## src/hw/rtl/psk_pkg.sv

```systemverilog
// ----------------------------------------------------------------------------
// psk_pkg
// Shared types, sizes and codes of the partitioned multi-stack core.
// ----------------------------------------------------------------------------
package psk_pkg;

    // Shared memory depth and the largest number of stacks.
    localparam int DEPTH      = 64;
    localparam int MAX_STACKS = 16;
    // Usable stack count: a partition holds at least one word.
    localparam int MAX_N      = (MAX_STACKS < DEPTH) ? MAX_STACKS : DEPTH;

    localparam int ADDR_W  = $clog2(DEPTH);
    localparam int FILL_W  = $clog2(DEPTH + 1);
    localparam int SNO_W   = 4;
    localparam int SIDX_W  = $clog2(MAX_STACKS);
    localparam int CFG_W   = 5;
    localparam int DATA_W  = 32;
    localparam int FUNC_W  = 2;
    localparam int STAT_W  = 3;

    // Command queue between front and back; depth must be a power of two.
    localparam int QUEUE_DEPTH = 2;
    localparam int QPTR_W      = $clog2(QUEUE_DEPTH);

    // Configuration register byte address bits and index.
    localparam int PADDR_W = 3;
    localparam logic REG_NUM_STACKS = 1'b0;

    typedef enum logic [FUNC_W-1:0] {
        OP_PUSH = 2'd0,
        OP_POP  = 2'd1,
        OP_DUMP = 2'd2,
        OP_NONE = 2'd3
    } op_t;

    typedef enum logic [STAT_W-1:0] {
        ST_OK        = 3'd0,
        ST_OVERFLOW  = 3'd1,
        ST_UNDERFLOW = 3'd2,
        ST_BADSTACK  = 3'd3,
        ST_EMPTY     = 3'd4
    } status_t;

    // One classified request as the front hands it to the back.
    typedef struct packed {
        op_t                op;
        logic [SIDX_W-1:0]  stack_idx;
        logic [DATA_W-1:0]  data;
        logic               bad;
        logic [ADDR_W-1:0]  base;
        logic [FILL_W-1:0]  size;
    } cmd_t;

    typedef struct packed {
        logic valid;
        cmd_t cmd;
    } cmd_req_t;

endpackage

```

## src/hw/rtl/psk_front.sv

```systemverilog
// ----------------------------------------------------------------------------
// psk_front
// Decodes a request: effective stack count, partition size and base address,
// and the stack number range check.
// ----------------------------------------------------------------------------
module psk_front import psk_pkg::*; (
    input  logic [CFG_W-1:0]  num_stacks,
    input  logic              in_valid,
    input  logic [FUNC_W-1:0] in_func,
    input  logic [SNO_W-1:0]  in_stack_no,
    input  logic [DATA_W-1:0] in_data,
    output cmd_req_t          req
);

    localparam logic [CFG_W-1:0] MAX_N_V = CFG_W'(MAX_N);

    logic [FILL_W-1:0]        size_tab [MAX_N+1];
    logic [CFG_W-1:0]         n_eff;
    logic [FILL_W-1:0]        size;
    logic [SNO_W+FILL_W-1:0]  base_full;

    // Partition size for every stack count, settled at elaboration.
    assign size_tab[0] = FILL_W'(DEPTH);
    for (genvar g = 1; g <= MAX_N; g++) begin : g_size
        localparam int PART = DEPTH / g;
        assign size_tab[g] = FILL_W'(PART);
    end

    always_comb begin
        if (num_stacks == '0) begin
            n_eff = CFG_W'(1);
        end else if (num_stacks > MAX_N_V) begin
            n_eff = MAX_N_V;
        end else begin
            n_eff = num_stacks;
        end
    end

    assign size      = size_tab[n_eff];
    assign base_full = in_stack_no * size;

    always_comb begin
        req.valid         = in_valid && (op_t'(in_func) != OP_NONE);
        req.cmd.op        = op_t'(in_func);
        req.cmd.stack_idx = in_stack_no[SIDX_W-1:0];
        req.cmd.data      = in_data;
        req.cmd.bad       = {{(CFG_W-SNO_W){1'b0}}, in_stack_no} >= n_eff;
        req.cmd.base      = base_full[ADDR_W-1:0];
        req.cmd.size      = size;
    end

endmodule

```

## src/hw/rtl/psk_queue.sv

```systemverilog
// ----------------------------------------------------------------------------
// psk_queue
// Short command queue that lets the front and the back stall separately.
// ----------------------------------------------------------------------------
module psk_queue import psk_pkg::*; (
    input  logic     aclk,
    input  logic     aresetn,
    input  cmd_req_t push,
    output logic     full,
    input  logic     pop,
    output cmd_req_t head
);

    cmd_t                entry_reg [QUEUE_DEPTH];
    logic [QPTR_W-1:0]   wr_ptr_reg, wr_ptr_next;
    logic [QPTR_W-1:0]   rd_ptr_reg, rd_ptr_next;
    logic [QPTR_W:0]     count_reg, count_next;
    logic                do_push, do_pop;

    assign full     = count_reg == (QPTR_W+1)'(QUEUE_DEPTH);
    assign do_push  = push.valid && !full;
    assign do_pop   = pop && (count_reg != '0);
    assign head.valid = count_reg != '0;
    assign head.cmd   = entry_reg[rd_ptr_reg];

    always_comb begin
        wr_ptr_next = do_push ? wr_ptr_reg + 1'b1 : wr_ptr_reg;
        rd_ptr_next = do_pop  ? rd_ptr_reg + 1'b1 : rd_ptr_reg;
        count_next  = count_reg;
        if (do_push && !do_pop) begin
            count_next = count_reg + 1'b1;
        end else if (do_pop && !do_push) begin
            count_next = count_reg - 1'b1;
        end
    end

    always_ff @(posedge aclk) begin
        if (!aresetn) begin
            wr_ptr_reg <= '0;
            rd_ptr_reg <= '0;
            count_reg  <= '0;
        end else begin
            wr_ptr_reg <= wr_ptr_next;
            rd_ptr_reg <= rd_ptr_next;
            count_reg  <= count_next;
        end
    end

    always_ff @(posedge aclk) begin
        if (do_push) begin
            entry_reg[wr_ptr_reg] <= push.cmd;
        end
    end

endmodule

```

## src/hw/rtl/psk_back.sv

```systemverilog
// ----------------------------------------------------------------------------
// psk_back
// Executes queued requests against the fill counts and the shared stack
// memory, and drives the result register.
// ----------------------------------------------------------------------------
module psk_back import psk_pkg::*; (
    input  logic               aclk,
    input  logic               aresetn,
    input  logic               clear_fill,
    input  cmd_req_t           head,
    output logic               pop,
    output logic               res_valid,
    input  logic               res_ready,
    output logic [STAT_W-1:0]  res_status,
    output logic [DATA_W-1:0]  res_value,
    output logic               res_last
);

    typedef enum logic [3:0] {
        S_IDLE = 4'b0001,
        S_EXEC = 4'b0010,
        S_READ = 4'b0100,
        S_OUT  = 4'b1000
    } state_t;

    state_t               state_reg, state_next;
    cmd_t                 cmd_reg;
    logic [FILL_W-1:0]    fill_reg [MAX_STACKS];
    logic [FILL_W-1:0]    fill_cur;
    logic [FILL_W-1:0]    idx_reg, idx_next;
    logic [FILL_W-1:0]    dump_cnt_reg;
    logic                 is_dump_reg;
    logic [DATA_W-1:0]    mem [DEPTH];
    logic [DATA_W-1:0]    rdata_reg;
    logic                 rd_en, wr_en;
    logic [FILL_W-1:0]    rd_off;
    logic [FILL_W:0]      rd_sum, wr_sum;
    logic [ADDR_W-1:0]    rd_addr, wr_addr;
    logic [STAT_W-1:0]    status_reg;
    logic [DATA_W-1:0]    value_reg;
    logic                 last_reg;
    logic                 dump_more;

    // Fill counts never pass the partition size, the clamp keeps it certain.
    always_comb begin
        fill_cur = fill_reg[cmd_reg.stack_idx];
        if (fill_cur > cmd_reg.size) begin
            fill_cur = cmd_reg.size;
        end
    end

    assign dump_more = is_dump_reg && !last_reg;

    always_comb begin
        state_next = state_reg;
        pop        = 1'b0;
        rd_en      = 1'b0;
        wr_en      = 1'b0;
        rd_off     = '0;
        idx_next   = idx_reg;
        unique case (state_reg)
            S_IDLE: begin
                if (head.valid) begin
                    pop        = 1'b1;
                    state_next = S_EXEC;
                end
            end
            S_EXEC: begin
                state_next = S_OUT;
                if (!cmd_reg.bad) begin
                    case (cmd_reg.op)
                        OP_PUSH: begin
                            wr_en = fill_cur < cmd_reg.size;
                        end
                        OP_POP: begin
                            if (fill_cur != '0) begin
                                rd_en      = 1'b1;
                                rd_off     = fill_cur - 1'b1;
                                state_next = S_READ;
                            end
                        end
                        OP_DUMP: begin
                            if (fill_cur != '0) begin
                                rd_en      = 1'b1;
                                idx_next   = '0;
                                state_next = S_READ;
                            end
                        end
                        default: begin
                            state_next = S_IDLE;
                        end
                    endcase
                end
            end
            S_READ: begin
                state_next = S_OUT;
            end
            S_OUT: begin
                if (res_ready) begin
                    if (dump_more) begin
                        idx_next   = idx_reg + 1'b1;
                        rd_en      = 1'b1;
                        rd_off     = idx_reg + 1'b1;
                        state_next = S_READ;
                    end else begin
                        state_next = S_IDLE;
                    end
                end
            end
            default: begin
                state_next = S_IDLE;
            end
        endcase
    end

    assign rd_sum  = {1'b0, FILL_W'(cmd_reg.base)} + {1'b0, rd_off};
    assign wr_sum  = {1'b0, FILL_W'(cmd_reg.base)} + {1'b0, fill_cur};
    assign rd_addr = rd_sum[ADDR_W-1:0];
    assign wr_addr = wr_sum[ADDR_W-1:0];

    always_ff @(posedge aclk) begin
        if (!aresetn) begin
            state_reg <= S_IDLE;
            for (int i = 0; i < MAX_STACKS; i++) begin
                fill_reg[i] <= '0;
            end
        end else begin
            state_reg <= state_next;
            if (clear_fill) begin
                for (int i = 0; i < MAX_STACKS; i++) begin
                    fill_reg[i] <= '0;
                end
            end else if (wr_en) begin
                fill_reg[cmd_reg.stack_idx] <= fill_cur + 1'b1;
            end else if (state_reg == S_EXEC && cmd_reg.op == OP_POP && !cmd_reg.bad
                         && fill_cur != '0) begin
                fill_reg[cmd_reg.stack_idx] <= fill_cur - 1'b1;
            end
        end
    end

    // Request and result payload registers.
    always_ff @(posedge aclk) begin
        if (pop) begin
            cmd_reg <= head.cmd;
        end
        idx_reg <= idx_next;
        if (state_reg == S_EXEC) begin
            dump_cnt_reg <= fill_cur;
            is_dump_reg  <= cmd_reg.op == OP_DUMP && !cmd_reg.bad;
            value_reg    <= '0;
            last_reg     <= 1'b1;
            if (cmd_reg.bad) begin
                status_reg <= ST_BADSTACK;
            end else begin
                case (cmd_reg.op)
                    OP_PUSH: begin
                        if (fill_cur < cmd_reg.size) begin
                            status_reg <= ST_OK;
                            value_reg  <= cmd_reg.data;
                        end else begin
                            status_reg <= ST_OVERFLOW;
                        end
                    end
                    OP_POP: begin
                        status_reg <= (fill_cur != '0) ? ST_OK : ST_UNDERFLOW;
                    end
                    default: begin
                        status_reg <= (fill_cur != '0) ? ST_OK : ST_EMPTY;
                    end
                endcase
            end
        end else if (state_reg == S_READ) begin
            value_reg <= rdata_reg;
            last_reg  <= !is_dump_reg || (idx_reg + 1'b1 == dump_cnt_reg);
        end
    end

    // Shared stack memory: one write port, one registered read port.
    always_ff @(posedge aclk) begin
        if (wr_en) begin
            mem[wr_addr] <= cmd_reg.data;
        end
        if (rd_en) begin
            rdata_reg <= mem[rd_addr];
        end
    end

    assign res_valid  = state_reg == S_OUT;
    assign res_status = status_reg;
    assign res_value  = value_reg;
    assign res_last   = last_reg;

endmodule

```

## src/hw/rtl/partitioned_multi_stack_core.sv

```systemverilog
// ----------------------------------------------------------------------------
// partitioned_multi_stack_core
// Several stacks sharing one memory split into equal partitions.
// ----------------------------------------------------------------------------
//
//  Channel   Direction  Handshake          Payload
//  s_        in         s_tvalid/s_tready  tuser: func; tdata: stack_no, data
//  m_        out        m_tvalid/m_tready  tuser: status; tdata: value; tlast
//  APB       in         psel/penable       register num_stacks at byte 0
//
//  A push, an overflow, an underflow, a dump of an empty stack or a bad stack
//  number goes through the execution unit states dequeue, execute and
//  present; a pop also waits on the registered memory read. A dump reads
//  and presents each entry in turn through the single read port.
//  Reset clears the fill counts and sets num_stacks to 1; the memory contents
//  are not cleared and need no clearing pass. The input side keeps accepting
//  requests into a two-entry queue while a result waits on m_tready.
//
module partitioned_multi_stack_core import psk_pkg::*; (
    input  logic                aclk,
    input  logic                aresetn,
    // Input request stream.
    input  logic                s_tvalid,
    output logic                s_tready,
    input  logic [39:0]         s_tdata,   // [3:0] stack_no, [35:4] data, rest zero
    input  logic [7:0]          s_tuser,   // [1:0] func, rest zero
    // Result stream.
    output logic                m_tvalid,
    input  logic                m_tready,
    output logic [31:0]         m_tdata,   // [31:0] value
    output logic [7:0]          m_tuser,   // [2:0] status, rest zero
    output logic                m_tlast,
    // Configuration port.
    input  logic                psel,
    input  logic                penable,
    input  logic                pwrite,
    input  logic [PADDR_W-1:0]  paddr,
    input  logic [31:0]         pwdata,
    output logic [31:0]         prdata,
    output logic                pready
);

    logic [CFG_W-1:0]   num_stacks_reg;
    logic               cfg_write;
    cmd_req_t           front_req;
    cmd_req_t           queue_head;
    logic               queue_full;
    logic               queue_pop;
    logic [STAT_W-1:0]  res_status;

    // The register lives at byte address 0; bit 2 selects the register slot.
    assign pready    = 1'b1;
    assign cfg_write = psel && penable && pwrite && (paddr[2] == REG_NUM_STACKS);
    assign prdata    = (paddr[2] == REG_NUM_STACKS) ?
                       {{(32-CFG_W){1'b0}}, num_stacks_reg} : '0;

    // Every write to num_stacks repartitions the memory, so all stacks empty.
    always_ff @(posedge aclk) begin
        if (!aresetn) begin
            num_stacks_reg <= CFG_W'(1);
        end else if (cfg_write) begin
            num_stacks_reg <= pwdata[CFG_W-1:0];
        end
    end

    // The front takes a request whenever the queue has room. An unused
    // opcode is accepted and dropped there.
    assign s_tready = !queue_full;

    psk_front u_front (
        .num_stacks  (num_stacks_reg),
        .in_valid    (s_tvalid && s_tready),
        .in_func     (s_tuser[FUNC_W-1:0]),
        .in_stack_no (s_tdata[SNO_W-1:0]),
        .in_data     (s_tdata[SNO_W+DATA_W-1:SNO_W]),
        .req         (front_req)
    );

    psk_queue u_queue (
        .aclk    (aclk),
        .aresetn (aresetn),
        .push    (front_req),
        .full    (queue_full),
        .pop     (queue_pop),
        .head    (queue_head)
    );

    psk_back u_back (
        .aclk       (aclk),
        .aresetn    (aresetn),
        .clear_fill (cfg_write),
        .head       (queue_head),
        .pop        (queue_pop),
        .res_valid  (m_tvalid),
        .res_ready  (m_tready),
        .res_status (res_status),
        .res_value  (m_tdata),
        .res_last   (m_tlast)
    );

    assign m_tuser = {{(8-STAT_W){1'b0}}, res_status};

endmodule

```

## config.mk

```make
export PLATFORM = sky130hd
export DESIGN_NAME = partitioned_multi_stack_core
export DESIGN_NICKNAME = d
export VERILOG_FILES = /design/src/hw/rtl/psk_pkg.sv /design/src/hw/rtl/psk_front.sv /design/src/hw/rtl/psk_queue.sv /design/src/hw/rtl/psk_back.sv /design/src/hw/rtl/partitioned_multi_stack_core.sv
export SDC_FILE = /design/constraint.sdc
export NUM_CORES = 2
export LEC_CHECK = 0
export BUFFER_PORTS_ARGS = -buffer_cell sky130_fd_sc_hd__buf_2
export CORE_MARGIN = 5
export CORE_UTILIZATION = 60
export CTS_BUF_LIST = sky130_fd_sc_hd__clkbuf_8
export CTS_CLUSTER_DIAMETER = 150
export DETAILED_ROUTE_END_ITERATION = 10
export PLACE_DENSITY = 0.77
export SLEW_MARGIN = 40
export SYNTH_ARGS = -nofsm -noshare
export SYNTH_HDL_FRONTEND = slang
export SYNTH_SLANG_ARGS = --single-unit
```

## constraint.sdc

```tcl
create_clock -name aclk -period 20.6 [get_ports aclk]
set_input_delay 4.12 -clock aclk [delete_from_list [all_inputs] [get_ports aclk]]
set_output_delay 4.12 -clock aclk [all_outputs]
set_load 0.02 [all_outputs]
```

-- After elaboration in Yosys (flattened, before gate mapping)
Memory sizes are Yosys's and may differ from the RTL's. A register that Yosys moved wholly into a read port is not among the register bits.
Index checks and enable logic that the tools add are counted.
- ROM bits: 224
- RAM bits: 2264
- bits of input ports: 90
- flip-flop bits (word level): 64
- output and inout bits: 76
- memories: 4
- word-level logic and storage cells: 179
- bitwise gates (word level): 19
- equality and inequality tests: 15
- $lt $le $gt $ge: 5
- add/subtract/negate cells: 9
- $mul: 1
- reduce and logical (&&, ||, !) cells: 32
- mux-type cells: 83
- memories (memory ; words ; bits a word ; read ports ; clocked after memory_dff ; write ports ; RTL line ; source):
    u_back.mem ; 64 ; 32 ; 1 ; 1 ; 1 ; psk_back.sv:33 ; logic [DATA_W-1:0] mem [DEPTH];
    (no name shown) ; 32 ; 7 ; 1 ; 0 ; 0 ; psk_front.sv:39 ; assign size = size_tab[n_eff];
    u_back.fill_reg ; 16 ; 7 ; 1 ; 0 ; 16 ; psk_back.sv:28 ; logic [FILL_W-1:0] fill_reg [MAX_STACKS];
    u_queue.entry_reg ; 2 ; 52 ; 1 ; 1 ; 1 ; psk_queue.sv:14 ; cmd_t entry_reg [QUEUE_DEPTH];
- operators by type and width (operator ; count):
    7-bit two-way mux ; 26
    32-bit two-way mux ; 5
    6-bit two-way mux ; 5
    1-bit two-way mux ; 28
    4-bit two-way mux ; 5
    1-bit bitwise OR ; 17
    4-bit case mux with 4 select lines ; 1
    5-bit two-way mux ; 3
    7-bit by 1-bit adder with 7-bit output (second input constant) ; 2
    1-bit logical AND ; 14
    7-bit case mux with 2 select lines ; 1
    6-bit adder ; 2
    6-bit case mux with 2 select lines ; 1
    2-bit inequality test (second input constant) ; 4
    4-bit case mux with 2 select lines ; 1
    2-bit nonzero test ; 4
    7-bit equality test ; 1
    7-bit > comparator ; 1
    7-bit < comparator ; 1
    4-bit by 7-bit multiplier with 6-bit output ; 1
    7-bit nonzero test ; 1
    7-bit OR reduction ; 1
    7-bit by 1-bit subtractor with 7-bit output (second input constant) ; 1
    6-bit >= comparator (second input constant) ; 1
    25 further kinds ; 37

-- Logic depth before layout (Yosys ltp)
An unclocked memory read counts as a cell.
- word-level depth: 14
- depth in mapped cells: 29
- depth with buffers taken out: 23

-- By module
Synthesis repeated with hierarchy kept, for this count alone.
- cells, all modules: 4899
- area, all modules: 96009.6 µm²
- by module, submodules not included (module ; times used ; area an instance (µm²) ; cells an instance ; sequential area each (µm²)):
    psk_back ; 1 ; 90474.3 ; 4524 ; 69066.2
    psk_queue ; 1 ; 3987.6 ; 187 ; 3223.1
    psk_front ; 1 ; 1021.0 ; 123 ; 0.0
    partitioned_multi_stack_core ; 1 ; 526.8 ; 65 ; 100.1

-- Worst setup path after synthesis
No wires, ideal clock.
- path type: input -> output
- start point: input port paddr[2]
- end point: output port prdata[0]
- slack: 12056 ps
- data required time: 16480 ps
- path buffers: 0
- stages: 1
- arrival: 4424 ps
- cell sequence: nor2b_1
- word-level cells in the longest chain between the ends: 1
- ends and longest elaborated chain (element ; RTL line ; source):
    from (decl) ; partitioned_multi_stack_core.sv:37 ; input logic [PADDR_W-1:0] paddr,
    5-bit two-way mux ; partitioned_multi_stack_core.sv:54 ; assign prdata = (paddr[2] == REG_NUM_STACKS) ?
    to (decl) ; partitioned_multi_stack_core.sv:39 ; output logic [31:0] prdata,
No other way between the ends.

-- Final worst setup path
- start point: register u_back.cmd_reg[46] (netlist name)
- end point: register u_back.rdata_reg[29] (read register of u_back.mem) (data pin)
- word-level cells in the longest chain between the ends: 9
- elaborated cells on any way between the ends: 14
- those cells by class: add/sub (2); order compare (1); mux (9); reduce/logical (1); memory (1)
- ends and longest elaborated chain (element ; RTL line ; source):
    memory read 16 x 7 bit * ; n/a ;
    7-bit > comparator ; psk_back.sv:47 ; if (fill_cur > cmd_reg.size) begin
    7-bit two-way mux * ; psk_back.sv:47 ;
    7-bit by 1-bit subtractor with 7-bit output or 7-bit nonzero test (tied branches) ; psk_back.sv:78, psk_back.sv:76, psk_back.sv:83 ;
    6-bit two-way mux ; psk_back.sv:76 ; if (fill_cur != '0) begin
    6-bit two-way mux ; psk_back.sv:71 ; case (cmd_reg.op)
    6-bit two-way mux ; psk_back.sv:70 ; if (!cmd_reg.bad) begin
    6-bit case mux with 2 select lines ; psk_back.sv:61 ; unique case (state_reg)
    6-bit adder ; psk_back.sv:116 ; assign rd_sum = {1'b0, FILL_W'(cmd_reg.base)} + {1'b0, rd_off};
    to (decl) ; psk_back.sv:34 ; logic [DATA_W-1:0] rdata_reg;
Every way passes the cells marked *; elsewhere a longest branch is shown, timed or not.
A chain may end at the register's enable or synchronous reset.

==> summary.md <==
| Metric | Value |
|---|---|
| Run status | `finished, final reports clean` |
| Final layout net count | `4687` |
| Mux cell area share after synthesis | `between 15 and 20%` |
| Non-filler cells, final | `roughly 6900` |
| Synthesized area | `around 94000 um2` |
| Tmin final | `approximately 11000 ps` |
| Fmax | `90.7 MHz` |
| Post-DP Area | `98100 um2` |
| H-Tree Level Count | `5` |
| Switching power | `about 4.8 mW` |
| Min-delay src | `u_queue.entry_reg[0][36]` |
| DR WL/cell | `between 30 and 40 um` |
| Final hold vios | `0` |
| Post-Synth Simple-Gate Area | `roughly 1.9%` |
| Register area share after synthesis | `76.8%` |
| YS warnings | `0` |
| Library cells used by synthesis | `65` |
| Hold Crit Endpoint | `u_back.cmd_reg[36]` |
| Remaining Overflow, GRT | `0` |
| Root buf cell | `clkbuf_8` |
| Hold WC Path Type | `flop to flop` |
| Core ar. | `between 150000 and 200000 um2` |
| Number of flip-flops in the largest register | `a little over 2000` |
| Antenna violations before repair | `5` |
| Rel. slew slack | `40.5%` |
| Post-CTS sizing | `0` |
| Main combinational cell family by area after synthesis | `multiplexers` |
| Int Power | `a little under 10 mW` |
| CTS clk-pin slew, worst paths | `60 ps` |
| Slew Viols, Final | `0` |
| CP Class | `flop to flop` |
| Crit path DAT | `11780 ps` |
| Drt drc | `0` |
| Switching Share | `approximately a third` |
| Reg-to-Reg End | `u_back.rdata_reg[29]` |
| Fill cells | `~9300` |
| Initial core utilization | `about 60%` |
| Die height | `slightly above 400 um` |
| Gr usage total | `about a quarter` |
| Die Area | `~160000 um2` |
| # IOs | `166` |
| Fraction of registers with async set or reset after synthesis | `0%` |
| Combinational Power Share | `between 30 and 40%` |
| Max cap viols | `0` |
| Period utilization | `a little over half` |
| Max IR drop VDD | `roughly 0.00025 V` |
| CP Max Fanout | `96` |
| Cell row count | `between 100 and 150` |
| Max Buffers Root-to-Sink | `4` |
| XOR/XNOR Fraction of Synth Area | `less than 1%` |
| Sequential Power Share | `about 42%` |
| Hold depth | `1` |
| Post-CTS Setup Inserts | `0` |
| Launch point of the worst reg-to-reg path | `u_back.cmd_reg[46]` |
| Port Buffer Count | `93` |
| DP Cell Count | `around 6200` |
| Syn_area_per_cell | `roughly 23 um2` |
| Clock power frac | `between 20 and 25%` |
| GPL Wtd Cong | `between 0.8 and 0.9` |
| Final setup violation count | `0` |
| Clk_lat worst skew | `1060 ps` |
| Startpoint types | `flop` |
| Synthesis-to-layout area growth | `11.5%` |
| Actual slew at the worst max-slew pin | `892 ps` |
| Fin worst setup slack | `around 9600 ps` |
| Largest net degree at the start of global routing | `approximately 130` |
| Crit path capture type | `flop` |
| Place WS | `between 9000 and 10000 ps` |
| Proportion of layout cells with a drive suffix above 1 | `a little under a third` |
| #FFs+latches synth | `roughly 2400` |
| Synthesized instance count | `slightly above 4000` |
| First-pass GRT wire length | `just over 300000 um` |
| Setup TNS | `0 ps` |
| Hold_ws | `489 ps` |
| Post-Synth Adder-Cell Area | `less than 1%` |
| PwrDens | `about 140 nW/um2` |
| Drt initial violations | `slightly below 6000` |
| Cts bufs inserted | `approximately 390` |
| Reg2reg setup slack | `9570 ps` |
| DP HPWL | `between 100000 and 150000 um` |
| CP required | `~21000 ps` |
| Antenna Nets Post-Route | `0` |
| RSZ-0062 raised after global routing | `false` |
| Post-route cell area | `105000 um2` |
| Final Util | `~67%` |
| Pre-antenna DRT Iters | `6` |
| Vias in the first global route | `46149` |
| Via Count | `around 45000` |
| Avg Vias per Cell | `around 6.6` |
| Most used DFF post-synth | `edfxtp_1` |
| Worst r2r path cells | `26` |
| Chip width | `~400 um` |
| CTS tree | `yes` |
| Static Leak | `about 34 nW` |
| Worst Clk Skew | `a little over 100 ps` |
| Routed WL | `approximately 220000 um` |
| Sink Count | `around 2400` |
| Hold_buf cts | `0` |
| Post-synth EDFFs | `~2400` |
| Compound-Gate Fraction of Synth Area | `less than 1%` |
| Tot Pwr | `14.7 mW` |
power groups by stage:
stage | sequential (mW) | clock (mW) | combinational, mW
after CTS | 6.18 | 3.69 | 4.81
after detailed placement | 6.29 | 0 | 4.80
after floorplan | 6.56 | 0 | 2.92
after global routing | 6.19 | 3.93 | 5.11
final | 6.19 | 3.64 | 4.83
after global placement | 6.28 | 0 | 4.61
cell families after synthesis:
family	Yosys count
xor gates and xnor gates	44
muxes	835
and+or+nand+nor	390
other	2
buffers and inverters	271
AOI/OAI and AO/OA	108
DFF	2412
adders and majority gates	54
cell usage in the layout (no fill, tap or decap), types with 15 or more instances in the layout:
cell	n
a22o_1	36
nor2_1	147
nand2_1	63
clkbuf_8	392
nand3_1	17
mux2i_1	109
inv_1	162
edfxtp_1	2398
xnor2_1	23
clkinv_2	35
and2_1	15
mux4_2	659
conb_1	33
buf_2	93
mux2_2	53
a21oi_1	17
nor2_4	65
buf_4	122
clkinv_1	105
ha_1	46
critical path, cell delays in order (launching register included):
cell      delay [ps]
edfxtp_1         310
buf_4            520
mux4_2           610
a22oi_1          460
nand3_2          200
ha_1             360
nand3_1           80
or2_2            270
o21ai_1          160
buf_4            270
mux2i_4          350
ha_1             300
inv_1            100
nor4b_1          690
o211ai_4         190
nand2_2          240
o22ai_1          160
ha_4             190
fa_4            1270
buf_4            800
buf_6            660
buf_12           330
buf_16           440
mux4_2           420
mux4_2           530
mux2i_1          390
mux2i_1          150
per-layer routing:
| layer | wire length, um | global-route usage (%) | vias up |
|---|---|---|---|
| met5 | 0 | 0 | - |
| met4 | 6900 | 9.02 | 0 |
| met3 | 22700 | 5.88 | 417 |
| met2 | 105000 | 41.3 | 2956 |
| met1 | 80900 | 38.1 | 23789 |
| li1 | - | - | 18183 |
cells in the mapped netlist (3+ instances only):
library cell / count / area (um2)
mux4_1: 9 / 236
fa_1: 7 / 140
nand2b_1: 11 / 68.8
and2_1: 16 / 100
xnor2_2: 5 / 81.3
o22ai_1: 6 / 37.5
a21oi_1: 17 / 85.1
nor2b_1: 15 / 93.8
mux4_2: 659 / 14800
buf_2: 9 / 45.0
xnor2_1: 26 / 228
nand2_1: 64 / 240
a22oi_1: 12 / 90.1
buf_4: 37 / 278
mux2i_1: 109 / 1090
nor2_1: 212 / 796
nand3_1: 20 / 100
a22o_1: 36 / 315
nor3_1: 16 / 80.1
nor4_1: 4 / 25.0
a21o_1: 9 / 67.6
clkbuf_1: 133 / 499
buf_6: 5 / 56.3
xor2_1: 11 / 96.3
inv_1: 43 / 161
nand4_1: 10 / 62.6
nand4b_1: 3 / 26.3
edfxtp_1: 2398 / 72000
or3_1: 3 / 18.8
o21ai_0: 8 / 40.0
and3_1: 4 / 25.0
nand3b_1: 4 / 30.0
mux2_2: 53 / 597
buf_1: 43 / 161
ha_1: 47 / 588
dfxtp_1: 14 / 280
worst max-delay path by stage:
stage	start	to	slack, ps	cells past startpoint
2_1_floorplan	paddr[2]	prdata[0]	12060	1
3_3_place_gp	u_back.cmd_reg[46]	u_back.rdata_reg[31]	9640	25
3_5_place_dp	u_back.cmd_reg[46]	u_back.rdata_reg[0]	9820	25
4_1_cts	u_back.cmd_reg[46]	u_back.rdata_reg[0]	9780	25
5_1_grt	u_back.cmd_reg[46]	u_back.rdata_reg[28]	9150	26
6_report	u_back.cmd_reg[46]	u_back.rdata_reg[29]	9570	26
cell type report:
| cell class | instances | area [um2] | share of cell area (%) |
|---|---|---|---|
| flip-flops and latches | 2412 | 72300 | 68.9 |
| multi-input cells | 1464 | 21400 | 20.4 |
| clock buffers | 392 | 5400 | 5.14 |
| well taps | 2058 | 2570 | 2.45 |
| repair buffers | 237 | 1780 | 1.70 |
| clock inverters | 275 | 1330 | 1.27 |
| inverters | 43 | 161 | 0.154 |
| diodes | 3 | 7.51 | 0.00716 |
Note: power is estimated with default switching activity, not from simulation.
